File: src/rtl/pisp_ram.sv
// Generic single-port RAM with registered read.
module pisp_ram #(
    parameter int WIDTH = 8,
    parameter int DEPTH = 16
) (
    input  logic                     aclk,
    input  logic                     we,
    input  logic [$clog2(DEPTH)-1:0] addr,
    input  logic [WIDTH-1:0]         wdata,
    output logic [WIDTH-1:0]         rdata
);
    logic [WIDTH-1:0] mem [DEPTH];

    always_ff @(posedge aclk) begin
        if (we) begin
            mem[addr] <= wdata;
        end
        rdata <= mem[addr];
    end
endmodule

File: config.mk
export PLATFORM = sky130hd
export DESIGN_NAME = pisp_ram
export DESIGN_NICKNAME = d
export VERILOG_FILES = /design/src/rtl/pisp_ram.sv
export SDC_FILE = /design/constraint.sdc
export NUM_CORES = 1
export LEC_CHECK = 0
export ABC_AREA = 1
export BUFFER_PORTS_ARGS = -buffer_cell sky130_fd_sc_hd__buf_2
export CORE_MARGIN = 3
export CORE_UTILIZATION = 57
export CTS_BUF_LIST = sky130_fd_sc_hd__clkbuf_8
export CTS_CLUSTER_DIAMETER = 30
export DETAILED_ROUTE_END_ITERATION = 10
export PLACE_DENSITY = 0.77
export SLEW_MARGIN = 5
export SYNTH_ARGS = -nofsm -noshare
export SYNTH_HDL_FRONTEND = slang
export SYNTH_SLANG_ARGS = --single-unit
File: constraint.sdc
create_clock -name aclk -period 1.48 [get_ports aclk]
set_input_delay 0.222 -clock aclk [delete_from_list [all_inputs] [get_ports aclk]]
set_output_delay 0.222 -clock aclk [all_outputs]
set_load 0.02 [all_outputs]
Word level (Yosys, flattened, before mapping)
Memories as Yosys holds them, arrays and structs flattened. A register that Yosys moved wholly into a read port is not among the register bits.
Index checks and enable logic that the tools add are counted.
{"block": "totals", "reg_bits": 0, "latchBits": 0, "ramBits": 128, "romBits": 0, "inputBits": 14, "output_inout_bits": 8, "elab_cells": 3, "mem_count": 1}
{"memory": "mem", "words": 16, "width": 8, "read_ports": 1, "rd_ports_with_merged_regs": 1, "write_ports": 1, "line": "12", "source": "logic [WIDTH-1:0] mem [DEPTH];"}
{"block": "op_classes", "n_addsub": 0, "n_mul": 0, "div": 0, "n_lt_le_gt_ge": 0, "n_eq_ne": 0, "shift": 0, "n_mux": 2, "bitwise": 0, "n_reduce_logical": 0}
{"operator": "$mux 1", "count": 2}

Depth between registers and ports, before layout
Gate-level depths: netlist of run 1.
{"block": "depth", "ltp_word": 2, "mapped_depth": 11, "ltp_nobuf": 9}

Worst setup path after synthesis of run 1
No wires, ideal clock.
{"block": "synth_timing", "path_kind": "input port to flip-flop", "start": "input addr[1]", "end": "memory mem[3][0], enable pin", "setup_time_ns": 0.370, "arrival_ns": 1.229, "t_required_ns": 1.110, "path_slack_ns": -0.119, "cell_stages": 4, "path_buffers": 2, "cell_sequence": "buf_2 clkbuf_1 nand3_1 nor2_1"}
{"element": "start: declaration", "line": "8", "source": "input logic [$clog2(DEPTH)-1:0] addr,"}
{"element": "end: declaration", "line": "12"}
No word-level cell before the write port.

Worst setup path in the final report of run 1
{"block": "layout_timing", "start": "register rdata[3], read port of mem", "end": "output rdata[3]"}
{"element": "start: declaration", "line": "10", "source": "output logic [WIDTH-1:0] rdata"}
No word-level cell between the ends.

==> results.py, run 1 <==
metrics = {
    "logic_synthesis": {
        "syn-cell-area_sq_um": 5593,
        "yosys_warnings": 0,
        "ys_seq_area_share_pct": 71.59,
        "synth_cell_type_count": 11,
        "avgSynthCellArea_sq_um": 10.21,
        "ys_seq_elements": 136,
        "synthCells": 548,
        "synth.net_count": 562,
    },
    "routing": {
        "drc": 0,
        "wl_per_cell_um": 15.33,
        "ant_nets": 0,
        "viasPerCell": 5.053,
        "totalWireLength_um": 11230,
        "drtPass1Iterations": 4,
        "drtIter0Drc": 255,
        "vias": 3699,
    },
    "pwr": {
        "power.internal_uw": 5957,
        "pwr-share-seq_pct": 55.5,
        "power_switching_uw": 1834,
        "peakVddDrop_v": 0.0008948,
        "p_sw_share_pct": 23.54,
        "leakage_uw": 0.002741,
        "p_per_area_nw_per_um2": 1230,
        "combinationalPowerShare_pct": 7.0,
        "report.power.total_uw": 7791,
        "clockPowerShare_pct": 37.5,
    },
    "timing": {
        "relSlewSlack_pct": 70.35,
        "max_freq_mhz": 904.5,
        "finalMaxSlewViolations": 0,
        "final.period_utilization_pct": 74.70,
        "finClkSkew_ns": 0.02108,
        "rsz0062_at_grt": "no",
        "hold_viol": 0,
        "setup_viol": 0,
        "finalCriticalPeriod_ns": 1.106,
        "worst-slew-pin-transition_ns": 0.4442,
    },
    "status": {
        "outcome": "finished, final reports clean",
    },
    "clock_network": {
        "cts_resized": 0,
        "cts_buffers": 17,
        "cts.path.max_buffers": 2,
        "path_clk_slew_ns": 0.09,
        "cts_tree": "built",
        "cts.htree.levels": 4,
        "clock_latency_ns": 0.42,
        "cts.sinks": 136,
        "hold_buffers": 0,
        "post_cts_buffers": 0,
        "clockRootBuffer": "clkbuf_8",
    },
    "cells_and_area": {
        "drive_gt1_share_pct": 13.60,
        "syn2layout_area_growth_pct": 13.24,
        "num_antenna_cells": 0,
        "final_nets": 604,
        "final_common_cell": "nand2_1",
        "utilization_pct": 67.58,
        "final_cell_mix": "nand2_1 (346), edfxtp_1 (128), inv_1 (23)",
    },
    "global_routing": {
        "grt_pass1_wl_um": 17840,
        "gr-usage-all-layers_pct": 21.73,
        "grt_pass1_vias": 3548,
        "grt-busiest-layer": "met2",
        "grtUsageMet2_pct": 35.70,
        "grt-ovfl-total": 0,
        "grt_max_degree": 33,
        "globalRouteMet1Util_pct": 28.03,
        "antenna_found_initial": 0,
        "grtUsageMet3_pct": 5.188,
    },
    "critical_path": {
        "crit_type": "reg -> out",
        "arrival_ns": 0.88,
        "crit_path_end_kind": "output pin",
        "regToRegStartpoint": "mem[2][0]",
        "crit_path_max_fanout": 1,
        "slowest_delay_ns": 0.31,
        "reg2reg_to": "rdata[0]",
        "cp_slowest_cell": "dfxtp_1",
        "cpLargestDelayFamily": "flip-flops",
        "required_ns": 1.26,
        "cp_num_cells": 1,
        "path_buf_inv": 1,
        "critPathLaunchType": "flop",
        "path_cells": "buf_2",
        "rrSetupSlack_ns": 0.47,
        "reg2regPathDepth": 8,
    },
    "placed_design": {
        "hpwlAfterDp_um": 7050,
        "place_congestion": 0.8513,
        "io_buffer_count": 21,
    },
    "floorplanning": {
        "die_height_um": 105.1,
        "die_x_um": 105.1,
        "io_pins": 22,
        "fp.coreArea_sq_um": 9371,
        "die-area_sq_um": 11040,
        "std_cell_rows": 35,
        "start_util_pct": 59.68,
    },
    "min_path": {
        "hp-class": "in -> reg",
        "hold_depth": 1,
        "hp-start": "wdata[5]",
        "min_to": "mem[7][5]",
    },
    "flow_run": {
        "drv_cap": 0,
    },
}
-- worst max-delay path by stage --
stage / startpoint / end / slack (ns)
2_1_floorplan: addr[1] / mem[3][0] / -0.12
3_3_place_gp: addr[1] / mem[9][2] / 0.04
3_5_place_dp: addr[0] / mem[8][2] / 0.01
4_1_cts: rdata[0] / rdata[0] / 0.35
5_1_grt: rdata[3] / rdata[3] / 0.30
6_report: rdata[3] / rdata[3] / 0.37
-- final cells by class --
class / count / area (sq um)
Tap cell: 129 / 161.4
Multi-Input combinational cell: 368 / 1406
Timing Repair Buffer: 44 / 290.3
Clock buffer: 17 / 234.0
Inverter: 23 / 86.33
Clock inverter: 15 / 151.4
Sequential cell: 136 / 4004
Fill cell: 717 / 3038
-- power groups by stage --
stage	clock network [uW]	logic, uW	registers, uW
after floorplan	0	301	4440
after global placement	0	539	4400
after detailed placement	0	547	4410
after CTS	2960	551	4320
after global routing	3140	618	4330
final	2920	549	4320
-- cell usage after synthesis --
master    instances  area share, %
nand2_1         346             23
edfxtp_1        128             69
inv_1            21            1.4
nor2_1           18            1.2
buf_2            12            1.1
dfxtp_1           8            2.9
buf_4             6           0.81
nand3_1           4           0.36
clkbuf_1          3           0.20
clkinv_1          1          0.067
inv_2             1          0.067
-- stage by stage --
stage | cells | setup TNS [ns] | area, sq um | setup slack, ns | hold WS (ns)
after floorplan | 548 | -6.974 | 5613 | -0.1192 | 0.3209
after global placement | 700 | 0 | 5948 | 0.04175 | 0.6380
after detailed placement | 700 | 0 | 5948 | 0.01343 | 0.6377
after CTS | 732 | 0 | 6334 | 0.3450 | 0.1895
after global routing | 732 | 0 | 6334 | 0.3047 | 0.2071
final | 732 | 0 | 6334 | 0.3744 | 0.2216
-- state kept, by name (all words and copies together) (netlist names) --
name	count
mem	128
rdata	8
-- cells by family (layout without fill, tap and decap cells) --
group | after synthesis | count (layout) | share of synthesized area (%)
AND/OR/NAND/NOR | 368 | 368 | 24.79
flip-flops | 136 | 136 | 71.59
buffers and inverters | 44 | 99 | 3.624
-- per-layer routing --
layer / up-vias / routed length (um)
li1: 1830 / -
met1: 1708 / 4764
met4: 0 / 244
met3: 22 / 722
met5: - / 0
met2: 139 / 5494
No activity file was read; power rests on OpenSTA's default activity.
==> run 2, diff against run 1 <==
==> constraint.sdc (replaced) <==
create_clock -name aclk -period 0.9 [get_ports aclk]
set_input_delay 0.135 -clock aclk [delete_from_list [all_inputs] [get_ports aclk]]
set_output_delay 0.135 -clock aclk [all_outputs]
set_load 0.02 [all_outputs]
==> run 2 against run 1 <==
  * The run now ends with negative setup slack left
  * Clock skew fell by 0.013 ns
  * Flip-flop and latch count unchanged
  * Wire length grew 12%
  * Cell area up 6.7%
  * Critical path depth did not move
  * Setup slack worse by 0.53 ns
  * Via count increased by 4.4%
  * Clock-buffer cell count up 4
  * Largest power group unchanged
==> results.py, run 2 (same netlist as run 1, synthesis figures left out) <==
metrics = {
    "status": {
        "outcome": "complete, but fails checks",
        "violations": "negative setup slack",
    },
    "critical_path": {
        "crit_path_end_kind": "output pin",
        "cpLargestDelayFamily": "flip-flops",
        "critPathLaunchType": "flop",
        "crit_type": "reg -> out",
        "required_ns": 0.76,
        "path_cells": "buf_6",
        "arrival_ns": 0.92,
        "path_buf_inv": 1,
        "cp_slowest_cell": "dfxtp_2",
        "crit_path_max_fanout": 1,
        "slowest_delay_ns": 0.36,
    },
    "routing": {
        "drc": 0,
        "totalWireLength_um": 12590,
        "viasPerCell": 5.288,
        "ant_nets": 0,
        "wl_per_cell_um": 17.25,
        "drtPass1Iterations": 5,
        "vias": 3860,
        "drtIter0Drc": 284,
    },
    "clock_network": {
        "cts.htree.levels": 4,
        "cts_tree": "built",
        "cts.path.max_buffers": 2,
        "cts.sinks": 136,
        "post_cts_buffers": 0,
        "clock_latency_ns": 0.44,
        "path_clk_slew_ns": 0.08,
        "cts_buffers": 17,
        "clockRootBuffer": "clkbuf_8",
    },
    "timing": {
        "hold_viol": 0,
        "worst-slew-pin-transition_ns": 0.4339,
        "setup_viol": 16,
        "finalCriticalPeriod_ns": 1.051,
        "final.period_utilization_pct": 116.8,
        "finalMaxSlewViolations": 0,
        "setup_ws_ns": -0.1513,
        "max_freq_mhz": 951.2,
        "relSlewSlack_pct": 71.08,
        "rsz0062_at_grt": "yes",
        "finClkSkew_ns": 0.008089,
    },
    "min_path": {
        "hp-class": "in -> reg",
    },
    "floorplanning": {
        "start_util_pct": 59.68,
        "fp.coreArea_sq_um": 9371,
        "io_pins": 22,
        "die-area_sq_um": 11040,
        "die_height_um": 105.1,
        "std_cell_rows": 35,
        "die_x_um": 105.1,
    },
    "global_routing": {
        "grt_max_degree": 22,
        "gr-usage-all-layers_pct": 24.58,
        "antenna_found_initial": 0,
        "grt_pass1_vias": 3912,
        "grt-ovfl-total": 0,
        "grt_pass1_wl_um": 20310,
    },
    "placed_design": {
        "place_congestion": 0.9011,
        "place_inst": 698,
        "io_buffer_count": 21,
        "hpwlAfterDp_um": 7898,
    },
    "cells_and_area": {
        "top_regs": "mem: 128 flops, rdata: 8 flops",
        "final_common_cell": "nand2_1",
        "regMostFlops": "mem",
        "drive_gt1_share_pct": 21.80,
        "final_cells": 730,
        "num_antenna_cells": 0,
        "final_cell_mix": "nand2_1 (326), edfxtp_1 (128), clkbuf_8 (21)",
        "largest_reg_flops": 128,
        "final_nets": 602,
        "utilization_pct": 72.11,
        "syn2layout_area_growth_pct": 20.83,
    },
    "flow_run": {
        "drv_cap": 0,
    },
    "pwr": {
        "leakage_uw": 0.002819,
        "p_per_area_nw_per_um2": 2056,
        "peakVddDrop_v": 0.001579,
    },
}
run 2: routing by layer:
metal / global-route usage (%) / part of all wire [%]
met4: 11.90 / 2.9
met5: 0 / 0
met2: 37.63 / 48
met1: 32.95 / 41
met3: 6.362 / 7.6
run 2: through the flow:
stage               TNS, ns  cell area [sq um]  hold slack, ns  total power, uW  setup slack (ns)
floorplan            -20.08               5868          0.2339             7892           -0.1846
global placement     -48.52               6191          0.5169             8287           -0.4416
detailed placement   -51.14               6191          0.5177             8308           -0.4543
CTS                  -1.730               6718         0.04614            13920           -0.1719
global route         -2.526               6758         0.05463            14350           -0.2152
finish               -1.599               6758         0.06833            13890           -0.1513
run 2: worst paths after layout:
kind,startpoint,to,slack (ns),cells after the start
hold reg to reg,mem[14][5],rdata[5],0.71,8
setup / recovery,rdata[6],rdata[6],-0.15,1
hold / removal,wdata[3],mem[6][3],0.07,2
setup reg to reg,mem[5][3],rdata[3],-0.12,8
run 2: power by group:
group / switching, uW / internal [uW]
sequential: 55.6 / 7080
clock: 2290 / 3310
combinational: 762 / 385
run 2: layout make-up:
| class | instances | area, sq um |
|---|---|---|
| repair buffers | 42 | 390.4 |
| well taps | 129 | 161.4 |
| multi-input cells | 368 | 1622 |
| clock buffers | 21 | 289.0 |
| clock inverters | 11 | 170.2 |
| fillers | 670 | 2614 |
| inverters | 23 | 111.4 |
| flip-flops and latches | 136 | 4014 |
run 2: repair_timing:
action                     CTS  global route
hold buffers                 0             0
setup endpoints to repair   16            79
resized for setup           27            21
pin swaps                   41            33
